===== src/tlbsd_pkg.sv =====
`timescale 1ns / 1ps
`default_nettype none
package tlbsd_pkg;

  localparam int unsigned ADDR_W   = 64;
  localparam int unsigned CNT_W    = 6;
  localparam int unsigned MASK_W   = 8;
  localparam int unsigned CPU_W    = 3;
  localparam int unsigned CPUS_W   = 4;
  localparam int unsigned XW       = 7;
  localparam int unsigned CFG_IDX_W = 1;
  localparam int unsigned CFG_W    = 6;

  localparam logic [CNT_W-1:0]  COUNT_MAX     = 6'd63;
  localparam logic [CPUS_W-1:0] CPUS_RESET    = 4'd8;
  localparam logic [CNT_W-1:0]  THRESH_RESET  = 6'd32;

  localparam logic [1:0] OP_PAGE = 2'd0;
  localparam logic [1:0] OP_ALL  = 2'd1;
  localparam logic [1:0] OP_TAKE = 2'd2;
  localparam logic [1:0] OP_NONE = 2'd3;

  localparam logic [1:0] KIND_NONE = 2'd0;
  localparam logic [1:0] KIND_PAGE = 2'd1;
  localparam logic [1:0] KIND_FULL = 2'd2;

  localparam logic [CFG_IDX_W-1:0] CFG_CPUS   = 1'b0;
  localparam logic [CFG_IDX_W-1:0] CFG_THRESH = 1'b1;

  typedef struct packed {
    logic [ADDR_W-1:0] addr;
    logic [CNT_W-1:0]  count;
    logic [ADDR_W-1:0] root;
  } entry_t;

endpackage
`default_nettype wire


===== src/lazy_tlb_shootdown_tracker_core.sv =====
// Shootdown (op 0/1): walks CPU entries 0 to min(NUM_CPUS,8)-1, each entry read in S_RD
//   then merged in S_MOD through the entry memory; S_FIN loads the output register once it is free.
// Take (op 2): S_RD, S_MOD, S_FIN (S_FIN alone if index >= NUM_CPUS); unused op: S_FIN alone.
// A finished result sits in the output register while the next transaction is taken.
// Synchronous active-low reset clears all pending flags at once, sets cpus_in_use
//   to 8 and batch_threshold to 32; no clearing pass.
`timescale 1ns / 1ps
`default_nettype none
module lazy_tlb_shootdown_tracker_core #(
  parameter int unsigned NUM_CPUS = 8
) (
  input  logic                                clk,
  input  logic                                rst_n,
  input  logic                                in_valid,
  output logic                                in_ready,
  input  logic [1:0]                          in_op,
  input  logic [tlbsd_pkg::CPU_W-1:0]         in_cpu_index,
  input  logic [tlbsd_pkg::ADDR_W-1:0]        in_page_address,
  input  logic [tlbsd_pkg::ADDR_W-1:0]        in_address_space_root,
  input  logic [tlbsd_pkg::MASK_W-1:0]        in_online_mask,
  input  logic [tlbsd_pkg::MASK_W-1:0]        in_active_mask,
  output logic                                out_valid,
  input  logic                                out_ready,
  output logic [tlbsd_pkg::MASK_W-1:0]        out_ipi_mask,
  output logic [tlbsd_pkg::MASK_W-1:0]        out_marked_mask,
  output logic [1:0]                          out_flush_kind,
  output logic [tlbsd_pkg::ADDR_W-1:0]        out_flush_address,
  output logic                                out_was_batched,
  input  logic                                cfg_we,
  input  logic [tlbsd_pkg::CFG_IDX_W-1:0]     cfg_index,
  input  logic [tlbsd_pkg::CFG_W-1:0]         cfg_wdata
);

  localparam int unsigned IW = $clog2(NUM_CPUS);

  localparam logic [1:0] S_IDLE = 2'd0;
  localparam logic [1:0] S_RD   = 2'd1;
  localparam logic [1:0] S_MOD  = 2'd2;
  localparam logic [1:0] S_FIN  = 2'd3;

  logic [1:0]                     st_r, st_nxt;
  logic [IW-1:0]                  c_r;
  logic [1:0]                     op_r;
  logic [tlbsd_pkg::CPU_W-1:0]    me_r;
  logic [tlbsd_pkg::ADDR_W-1:0]   addr_r;
  logic [tlbsd_pkg::ADDR_W-1:0]   root_r;
  logic [tlbsd_pkg::MASK_W-1:0]   online_r;
  logic [tlbsd_pkg::MASK_W-1:0]   active_r;
  logic [NUM_CPUS-1:0]            pend_r;
  logic [tlbsd_pkg::CPUS_W-1:0]   cpus_r;
  logic [tlbsd_pkg::CNT_W-1:0]    thr_r;

  logic [tlbsd_pkg::MASK_W-1:0]   res_ipi_r;
  logic [tlbsd_pkg::MASK_W-1:0]   res_marked_r;
  logic [1:0]                     res_kind_r;
  logic [tlbsd_pkg::ADDR_W-1:0]   res_addr_r;
  logic                           res_bat_r;

  logic                           out_valid_r;
  logic [tlbsd_pkg::MASK_W-1:0]   out_ipi_r;
  logic [tlbsd_pkg::MASK_W-1:0]   out_marked_r;
  logic [1:0]                     out_kind_r;
  logic [tlbsd_pkg::ADDR_W-1:0]   out_addr_r;
  logic                           out_bat_r;

  logic                           in_fire;
  logic                           fin_load;
  logic                           is_shoot;
  logic [tlbsd_pkg::XW-1:0]       c_ext;
  logic [tlbsd_pkg::XW-1:0]       in_me_ext;
  logic                           elig;
  logic                           last;
  logic [tlbsd_pkg::ADDR_W-1:0]   in_req_addr;
  logic                           mem_we;
  tlbsd_pkg::entry_t              rd_entry;
  tlbsd_pkg::entry_t              upd_entry;

  assign in_ready  = (st_r == S_IDLE);
  assign in_fire   = in_valid && in_ready;
  assign fin_load  = (st_r == S_FIN) && (!out_valid_r || out_ready);
  assign is_shoot  = (op_r == tlbsd_pkg::OP_PAGE) || (op_r == tlbsd_pkg::OP_ALL);
  assign c_ext     = tlbsd_pkg::XW'(c_r);
  assign in_me_ext = tlbsd_pkg::XW'(in_cpu_index);
  assign in_req_addr = (in_op == tlbsd_pkg::OP_PAGE) ? in_page_address : '0;

  assign elig = (cpus_r > 4'd1) && (c_ext < tlbsd_pkg::XW'(cpus_r)) &&
                (c_ext != tlbsd_pkg::XW'(me_r)) &&
                (c_ext < tlbsd_pkg::XW'(tlbsd_pkg::MASK_W)) && online_r[c_ext[2:0]];
  assign last = (c_r == IW'(NUM_CPUS - 1)) ||
                (c_ext == tlbsd_pkg::XW'(tlbsd_pkg::MASK_W - 1));
  assign mem_we = (st_r == S_MOD) && is_shoot && elig;

  tlbsd_mem #(
    .DEPTH (NUM_CPUS),
    .AW    (IW)
  ) u_mem (
    .clk     (clk),
    .wr_en   (mem_we),
    .wr_addr (c_r),
    .wr_data (upd_entry),
    .rd_en   (st_r == S_RD),
    .rd_addr (c_r),
    .rd_data (rd_entry)
  );

  tlbsd_merge u_merge (
    .pending   (pend_r[c_r]),
    .cur       (rd_entry),
    .req_addr  (addr_r),
    .req_root  (root_r),
    .threshold (thr_r),
    .upd       (upd_entry)
  );

  always_comb begin
    st_nxt = st_r;
    unique case (st_r)
      S_IDLE: begin
        if (in_fire) begin
          case (in_op) inside
            tlbsd_pkg::OP_PAGE, tlbsd_pkg::OP_ALL: st_nxt = S_RD;
            tlbsd_pkg::OP_TAKE: begin
              st_nxt = (in_me_ext < tlbsd_pkg::XW'(NUM_CPUS)) ? S_RD : S_FIN;
            end
            default: st_nxt = S_FIN;
          endcase
        end
      end
      S_RD:  st_nxt = S_MOD;
      S_MOD: st_nxt = (!is_shoot || last) ? S_FIN : S_RD;
      S_FIN: st_nxt = fin_load ? S_IDLE : S_FIN;
      default: st_nxt = S_IDLE;
    endcase
  end

  always_ff @(posedge clk) begin
    if (!rst_n) begin
      st_r        <= S_IDLE;
      pend_r      <= '0;
      cpus_r      <= tlbsd_pkg::CPUS_RESET;
      thr_r       <= tlbsd_pkg::THRESH_RESET;
      out_valid_r <= 1'b0;
    end else begin
      st_r <= st_nxt;
      if (cfg_we) begin
        unique case (cfg_index)
          tlbsd_pkg::CFG_CPUS:   cpus_r <= cfg_wdata[tlbsd_pkg::CPUS_W-1:0];
          tlbsd_pkg::CFG_THRESH: thr_r  <= cfg_wdata;
          default: ;
        endcase
      end
      if ((st_r == S_MOD) && (op_r == tlbsd_pkg::OP_TAKE)) begin
        pend_r[c_r] <= 1'b0;
      end else if (mem_we) begin
        pend_r[c_r] <= 1'b1;
      end
      if (fin_load) begin
        out_valid_r <= 1'b1;
      end else if (out_ready) begin
        out_valid_r <= 1'b0;
      end
    end
  end

  always_ff @(posedge clk) begin
    if (in_fire) begin
      op_r         <= in_op;
      me_r         <= in_cpu_index;
      addr_r       <= in_req_addr;
      root_r       <= in_address_space_root;
      online_r     <= in_online_mask;
      active_r     <= in_active_mask;
      res_ipi_r    <= '0;
      res_marked_r <= '0;
      res_bat_r    <= 1'b0;
      c_r          <= '0;
      res_kind_r   <= tlbsd_pkg::KIND_NONE;
      res_addr_r   <= '0;
      case (in_op) inside
        tlbsd_pkg::OP_PAGE, tlbsd_pkg::OP_ALL: begin
          res_kind_r <= (in_req_addr != '0) ? tlbsd_pkg::KIND_PAGE : tlbsd_pkg::KIND_FULL;
          res_addr_r <= in_req_addr;
        end
        tlbsd_pkg::OP_TAKE: c_r <= in_me_ext[IW-1:0];
        default: ;
      endcase
    end else if (st_r == S_MOD) begin
      if (is_shoot) begin
        if (elig) begin
          res_marked_r[c_ext[2:0]] <= 1'b1;
          res_ipi_r[c_ext[2:0]]    <= active_r[c_ext[2:0]];
        end
        c_r <= c_r + IW'(1);
      end else if (pend_r[c_r]) begin
        if (rd_entry.addr == '0) begin
          res_kind_r <= tlbsd_pkg::KIND_FULL;
          res_bat_r  <= (rd_entry.count > 6'd1);
        end else begin
          res_kind_r <= tlbsd_pkg::KIND_PAGE;
          res_addr_r <= rd_entry.addr;
        end
      end
    end
    if (fin_load) begin
      out_ipi_r    <= res_ipi_r;
      out_marked_r <= res_marked_r;
      out_kind_r   <= res_kind_r;
      out_addr_r   <= res_addr_r;
      out_bat_r    <= res_bat_r;
    end
  end

  assign out_valid         = out_valid_r;
  assign out_ipi_mask      = out_ipi_r;
  assign out_marked_mask   = out_marked_r;
  assign out_flush_kind    = out_kind_r;
  assign out_flush_address = out_addr_r;
  assign out_was_batched   = out_bat_r;

endmodule
`default_nettype wire


===== src/tlbsd_mem.sv =====
`timescale 1ns / 1ps
`default_nettype none
module tlbsd_mem #(
  parameter int unsigned DEPTH = 8,
  parameter int unsigned AW    = 3
) (
  input  logic               clk,
  input  logic               wr_en,
  input  logic [AW-1:0]      wr_addr,
  input  tlbsd_pkg::entry_t  wr_data,
  input  logic               rd_en,
  input  logic [AW-1:0]      rd_addr,
  output tlbsd_pkg::entry_t  rd_data
);

  tlbsd_pkg::entry_t mem [DEPTH];
  tlbsd_pkg::entry_t rd_data_r;

  always_ff @(posedge clk) begin
    if (wr_en) begin
      mem[wr_addr] <= wr_data;
    end
    if (rd_en) begin
      rd_data_r <= mem[rd_addr];
    end
  end

  assign rd_data = rd_data_r;

endmodule
`default_nettype wire


===== src/tlbsd_merge.sv =====
`timescale 1ns / 1ps
`default_nettype none
module tlbsd_merge (
  input  logic                               pending,
  input  tlbsd_pkg::entry_t                  cur,
  input  logic [tlbsd_pkg::ADDR_W-1:0]       req_addr,
  input  logic [tlbsd_pkg::ADDR_W-1:0]       req_root,
  input  logic [tlbsd_pkg::CNT_W-1:0]        threshold,
  output tlbsd_pkg::entry_t                  upd
);

  logic [tlbsd_pkg::CNT_W-1:0] cnt_inc;
  logic                        escalate;

  assign cnt_inc = (cur.count < tlbsd_pkg::COUNT_MAX) ? cur.count + 6'd1 : cur.count;

  assign escalate = (cur.root != req_root) || (cnt_inc >= threshold) ||
                    (req_addr == '0) || ((cur.addr != '0) && (cur.addr != req_addr));

  always_comb begin
    if (!pending) begin
      upd.addr  = req_addr;
      upd.count = 6'd1;
      upd.root  = req_root;
    end else begin
      upd.addr  = escalate ? '0 : cur.addr;
      upd.count = cnt_inc;
      upd.root  = cur.root;
    end
  end

endmodule
`default_nettype wire


===== config.mk =====
export PLATFORM = sky130hd
export DESIGN_NAME = lazy_tlb_shootdown_tracker_core
export DESIGN_NICKNAME = d
export VERILOG_FILES = /design/src/tlbsd_pkg.sv /design/src/lazy_tlb_shootdown_tracker_core.sv /design/src/tlbsd_mem.sv /design/src/tlbsd_merge.sv
export SDC_FILE = /design/constraint.sdc
export NUM_CORES = 2
export LEC_CHECK = 0
export BUFFER_PORTS_ARGS = -buffer_cell sky130_fd_sc_hd__buf_2
export CORE_MARGIN = 5
export CORE_UTILIZATION = 55
export DETAILED_ROUTE_END_ITERATION = 8
export PLACE_DENSITY = 0.75
export SETUP_SLACK_MARGIN = 0.15
export SLEW_MARGIN = 20
export SYNTH_ARGS = -nofsm -noshare
export SYNTH_HDL_FRONTEND = slang
export SYNTH_HIERARCHICAL = 1
export SYNTH_SLANG_ARGS = --single-unit

===== constraint.sdc =====
create_clock -name clk -period 10.6 [get_ports clk]
set_input_delay 0.53 -clock clk [delete_from_list [all_inputs] [get_ports clk]]
set_output_delay 0.53 -clock clk [all_outputs]
set_load 0.01 [all_outputs]

# After elaboration in Yosys (flattened, before gate mapping)
# Memories as Yosys holds them, arrays and structs flattened. A register that Yosys moved wholly into a read port is not among the register bits.
# Index checks and enable logic that the tools add are counted.
classes:
  n_eq_ne: 14
  shifts: 0
  bitwise_logic: 6
  reduce_logical: 39
  add_sub_neg: 2
  order_cmp: 9
  div_mod_pow: 0
  n_mul: 0
  n_mux: 44
op_table:
  columns: ["operator", "n"]
  rows:
  - ["2-to-1 mux 64 bit", 8]
  - ["2-to-1 mux 134 bit", 1]
  - ["logical NOT 64 bit", 2]
  - ["inequality test 64 bit", 2]
  - ["nonzero test 64 bit", 2]
  - ["2-to-1 mux 2 bit", 13]
  - ["2-to-1 mux 8 bit", 2]
  - ["bitwise OR 8 bit", 2]
  - ["2-to-1 mux 3 bit", 5]
  - ["less-than comparator 3 x 4 -> 1 bit, second input constant", 3]
  - ["logical AND 1 bit", 11]
  - ["nonzero test 2 bit", 5]
  - ["binary-select mux 1 bit (select 3 bit)", 3]
  - ["bitwise AND 8 bit", 1]
  - ["bitwise mux 8 bit", 1]
  - ["== test 2 bit, second input constant", 4]
  - ["2-to-1 mux 1 bit", 8]
  - ["NOT 8 bit", 1]
  - ["case mux 2 bit (4 select lines)", 1]
  - ["AND reduction 4 bit", 2]
  - ["adder 6 x 1 -> 6 bit, second input constant", 1]
  - ["== test 2 x 1 -> 1 bit, second input constant", 3]
  - [">= comparator 6 bit", 1]
  - ["> comparator 6 x 1 -> 1 bit, second input constant", 1]
  - ["18 further kinds", 31]
word_totals:
  wordCells: 137
  input_bits: 161
  register_bits: 339
  memories: 1
  ram_bits: 1072
  mem_bits_ro: 0
  latch_bits: 0
memory_table:
  columns: ["memory", "words", "word_bits", "rd", "rd_ports_with_merged_regs", "write_ports", "line_no", "rtl"]
  rows:
  - ["u_mem.mem", 8, 134, 1, 1, 1, "tlbsd_mem.sv:16", "tlbsd_pkg::entry_t mem [DEPTH];"]

# Logic depth before layout (Yosys ltp)
logic_depth:
  ltp_word: 8
  ltp_mapped: 13
  ltp_nobuf: 12

# By module
# Netlist, hierarchy kept.
modules_own_cells:
  columns: ["mod", "seq_area_each_um2", "cells_each", "area_each_um2", "n_inst"]
  rows:
  - ["tlbsd_mem", 36214.7, 1696, 44571.5, 1]
  - ["lazy_tlb_shootdown_tracker_core", 9799.4, 711, 12435.7, 1]
  - ["tlbsd_merge", 0.0, 470, 4005.1, 1]

# Least setup slack after synthesis
# Ideal clock, no wire load.
synth_path:
  kind: "register -> register"
  from: "reg c_r[0]"
  to: "mem u_mem/mem[0][0] (netlist bit), enable pin"
  t_arrival_ps: 10893
  setup_ps: 791
  path_buffers: 2
  slack_ps: -1084
  path_stages_with_launch: 9
  path_cell_list: "edfxtp_1 clkbuf_1 nand2b_1 a2111oi_0 o21ai_0 buf_2 nor2_1 nand2b_1 nor3_1"
synth_via:
  elab_chain_len: 8
  word_cells_on_any_way: 12
  cone_classes: "2 x order compare; 1 x eq/ne; 4 x mux; 5 x reduce/logical"
synth_rtl:
  columns: ["item", "line_no", "rtl"]
  rows:
  - ["start: declaration", "lazy_tlb_shootdown_tracker_core.sv:42", "logic [IW-1:0] c_r;"]
  - ["start signal: assignment", "lazy_tlb_shootdown_tracker_core.sv:184", "tlbsd_pkg::OP_TAKE: c_r <= in_me_ext[IW-1:0];"]
  - ["start signal: assignment", "lazy_tlb_shootdown_tracker_core.sv:193", "c_r <= c_r + IW'(1);"]
  - ["less-than comparator 3 x 4 -> 1 bit", "lazy_tlb_shootdown_tracker_core.sv:86", "assign elig = (cpus_r > 4'd1) && (c_ext < tlbsd_pkg::XW'(cpus_r)) &&"]
  - ["logical AND 1 bit (2 in series)", "lazy_tlb_shootdown_tracker_core.sv:86", null]
  - ["logical AND 1 bit", "lazy_tlb_shootdown_tracker_core.sv:87", "(c_ext != tlbsd_pkg::XW'(me_r)) &&"]
  - ["logical AND 1 bit (*)", "lazy_tlb_shootdown_tracker_core.sv:88", "(c_ext < tlbsd_pkg::XW'(tlbsd_pkg::MASK_W)) && online_r[c_ext[2:0]];"]
  - ["logical AND 1 bit (*)", "lazy_tlb_shootdown_tracker_core.sv:91", "assign mem_we = (st_r == S_MOD) && is_shoot && elig;"]
  - ["named net mem_we", "lazy_tlb_shootdown_tracker_core.sv:74", "logic mem_we;"]
  - ["2-to-1 mux 1 bit (*)", "tlbsd_mem.sv:20", "if (wr_en) begin"]
  - ["2-to-1 mux 1 bit (implied by the code) (*)", "tlbsd_mem.sv:21", "mem[wr_addr] <= wr_data;"]
  - ["end: declaration", "tlbsd_mem.sv:16", null]
# The timed path passes the listed nets; every way through them passes the cells marked *. The select of a mux whose other input is x is not followed.

==> flow_metrics.tcl <==
set metrics [dict create \
    synth-edff-count 1507 \
    path_max_fanout 159 \
    die_h_um 343 \
    setup_viol 0 \
    status "finished, final reports clean" \
    grt.total_usage_pct 23.7 \
    cp.required_ps 11070 \
    critPathArrivalTime_ps 7790 \
    critical_path_class "reg2reg" \
    syn_nets 3049 \
    startpoint "c_r[2]$_DFFE_PP_" \
    peakVddDrop_mv 0.161 \
    dpl-instance-area_um2 63800 \
    core_um2 110000 \
    cp-end-kind "flop" \
    clkSinkCount 1545 \
    min_period_ps 7320 \
    max_freq_mhz 137 \
    post_cts_resize_count 0 \
    reg2reg_slack_ps 3280 \
    grt-ovfl-total 0 \
    power.density_nw_per_um2 199 \
    firstDrtPassIters 5 \
    r2r-start "c_r[2]$_DFFE_PP_" \
    start_util_pct 55.3 \
    grt_pass1_wl_mm 204 \
    seq_area_frac_synth_pct 75.4 \
    drv_cap 0 \
    cts_buffer_depth 3 \
    slew_violations 0 \
    post_cts_buffers 0 \
    rsz0062_at_grt "no" \
    viasPerCell 6.18 \
    post-route-period-util_pct 69.1 \
    cts_tree "built" \
    area.growth.synth_to_final_pct 14.0 \
    clk_latency_ps 760 \
    power_leakage_nw 22.7 \
    nets 3437 \
    die_area_um2 118000 \
    worst_pin_slew_ps 1180 \
    clkTransAtPathRegs_ps 60 \
    dieWidth_um 343 \
    grt_pass1_vias 31118 \
    synth_area_um2 61000 \
    fin_area_um2 69500 \
    synth_warnings 6 \
    hp-start "in_address_space_root[32]" \
    detail_route.wl_per_cell_um 28.5 \
    drt-total-wl_mm 139 \
    hp-class "in2reg" \
    rows 122 \
    finalHoldViolations 0 \
    cp-start-kind "flop" \
    io_buffers 245 \
    drive_gt1_share_pct 31.1 \
    grt_max_degree 160 \
    gp_congestion 0.823 \
    ys_types 60 \
    synthArstFlopShare_pct 0 \
    slew-limit-headroom_pct 20.4 \
    hpwl_mm 76.1 \
    cts_root_buffer "clkbuf_16" \
    ys_ff_latch 1545 \
    drc 0 \
    final_util_pct 63.0 \
    drt-initial-drc-count 3408 \
    avgSynthCellArea_um2 21.2 \
    numCtsBuffers 155 \
    postRouteAntennaNets 0 \
    fin_skew_ps 31.4 \
    hold_end "root_r[32]$_DFFE_PP_" \
    synthCells 2877 \
    h-tree-depth 4 \
    num_vias 30161 \
    r2r-end "u_mem/mem[1][72]$_DFFE_PP_" \
    reg2reg_depth 11 \
    synthFlopType "edfxtp_1" \
    antenna_found_initial 7 \
    hold-path-cell-count 1 \
    io_pins 246 \
]
-- worst max path at each step --
stage                            endpoint  slack [ps]
4_1_cts        u_mem/mem[6][72]$_DFFE_PP_        3300
3_3_place_gp   u_mem/mem[4][72]$_DFFE_PP_        3520
2_1_floorplan   u_mem/mem[0][0]$_DFFE_PP_       -1080
6_report       u_mem/mem[1][72]$_DFFE_PP_        3280
3_5_place_dp   u_mem/mem[0][72]$_DFFE_PP_        3380
5_1_grt        u_mem/mem[5][72]$_DFFE_PP_        3000
-- layout by cell type (no fill, tap or decap), types with 15 or more instances in the layout --
| cell | count |
|---|---|
| and2_1 | 72 |
| buf_2 | 245 |
| buf_4 | 15 |
| clkbuf_1 | 33 |
| clkbuf_16 | 157 |
| clkinv_1 | 35 |
| clkinv_2 | 24 |
| dfxtp_1 | 38 |
| dlygate4sd3_1 | 84 |
| edfxtp_1 | 1507 |
| inv_1 | 77 |
| mux2_2 | 262 |
| mux4_1 | 61 |
| mux4_2 | 210 |
| nand2_1 | 39 |
| nand3_1 | 15 |
| nand4_1 | 27 |
| nor2_1 | 17 |
| nor4_1 | 96 |
| o2bb2ai_2 | 60 |
| xor2_1 | 116 |
-- through the flow --
stage | total power, W | setup TNS (ps) | worst slack (ps) | cells | hold WS, ps
floorplan | 0.00831 | -290290 | -1080 | 2877 | 400
global placement | 0.00867 | 0 | 3520 | 4512 | 403
detailed placement | 0.00872 | 0 | 3380 | 4512 | 405
CTS | 0.0139 | 0 | 3300 | 4880 | 1.08
global route | 0.0143 | 0 | 3000 | 4882 | 1.83
finish | 0.0138 | 0 | 3280 | 4883 | 42.3
-- cells in the mapped netlist, types with 2 or more instances --
| cell type | n | area (um2) |
|---|---|---|
| o21a_1 | 9 | 67.6 |
| o2bb2ai_2 | 60 | 901 |
| mux2_2 | 263 | 2960 |
| a21oi_1 | 14 | 70.1 |
| buf_8 | 3 | 45.0 |
| a221oi_1 | 2 | 17.5 |
| nor3_1 | 9 | 45.0 |
| nand2_1 | 39 | 146 |
| o221a_2 | 8 | 90.1 |
| o2bb2ai_1 | 10 | 87.6 |
| mux4_1 | 61 | 1600 |
| o31ai_1 | 3 | 22.5 |
| mux4_2 | 210 | 4730 |
| nor2_1 | 24 | 90.1 |
| and2_1 | 72 | 450 |
| mux2i_1 | 6 | 60.1 |
| xor2_1 | 116 | 1020 |
| nor4_2 | 3 | 37.5 |
| nor4_1 | 98 | 613 |
| nand3b_1 | 2 | 15.0 |
| dfxtp_1 | 38 | 761 |
| ha_1 | 11 | 138 |
| and4b_1 | 2 | 20.0 |
| o21ai_0 | 9 | 45.0 |
| buf_1 | 18 | 67.6 |
| nand2b_1 | 8 | 50.1 |
| edfxtp_1 | 1507 | 45300 |
| or4_1 | 2 | 15.0 |
| nand4_1 | 27 | 169 |
| and3_1 | 3 | 18.8 |
| clkbuf_1 | 53 | 199 |
| or2_2 | 2 | 12.5 |
| nand3_1 | 15 | 75.1 |
| buf_2 | 20 | 100 |
| dlymetal6s2s_1 | 2 | 25.0 |
| inv_1 | 78 | 293 |
| buf_6 | 30 | 338 |
| nor2b_1 | 5 | 31.3 |
| xnor2_1 | 14 | 123 |
-- what timing repair did --
item / CTS / global route
hold buffers: 84 / 0
endpoints found under the hold margin: 83 / 0
setup endpoints to repair: 0 / 0
-- per-layer routing --
layer	vias to the layer above	global-route usage, %	part of all wire (%)
li1	12653	-	-
met1	15711	31.2	37
met2	1541	40.4	51
met3	256	3.85	7.6
met4	0	8.47	3.7
met5	-	0	0
-- worst max-delay path, cell delays in order (launching register included) --
cell       delay [ps]
edfxtp_1          360
buf_4             800
buf_12            780
mux4_2            360
mux2_4            330
clkinv_2          820
a2111oi_1         750
nand4_1           200
nor4_2            560
o2111ai_4         530
buf_4             620
o2bb2ai_1         630
-- cell families (layout without fill, tap and decap cells) --
kind of cell	count (synthesis)	count (layout)	share of synthesized area (%)
DFF	1545	1545	75.4
buffers and inverters	206	721	1.77
AOI/OAI and AO/OA	128	128	2.37
muxes	540	540	15.3
and+or+nand+nor	317	317	3.02
adders and majority gates	11	11	0.226
other	0	3	0
xor gates and xnor gates	130	130	1.87
-- cell type report --
cell class	count	area (um2)
sequential	1545	46000
multi-input combinational	1126	14000
antenna	3	7.51
tap	1488	1860
clock buffer	194	4110
inverter	79	305
clock inverter	90	764
fill	7152	40800
timing repair buffer	358	2450
-- state kept, by name, indices dropped and copies added, names as in the netlist, 2 cells and up, named ones only --
name               flops
res_addr_r            64
out_marked_mask        8
cpus_r                 4
op_r                   2
out_flush_address     64
res_marked_r           8
u_mem/rd_data        134
online_r               8
root_r                64
out_ipi_mask           8
thr_r                  6
c_r                    3
out_flush_kind         2
res_ipi_r              8
u_mem/mem           1072
addr_r                64
active_r               8
st_r                   2
me_r                   3
res_kind_r             2
-- report_power, final --
part | switching (W) | internal, W | leakage (nW)
combinational | 0.000778 | 0.000666 | 6.34
sequential | 0.000162 | 0.00702 | 14.0
clock | 0.00226 | 0.00296 | 2.37
Power figures use the tool's default switching activity.
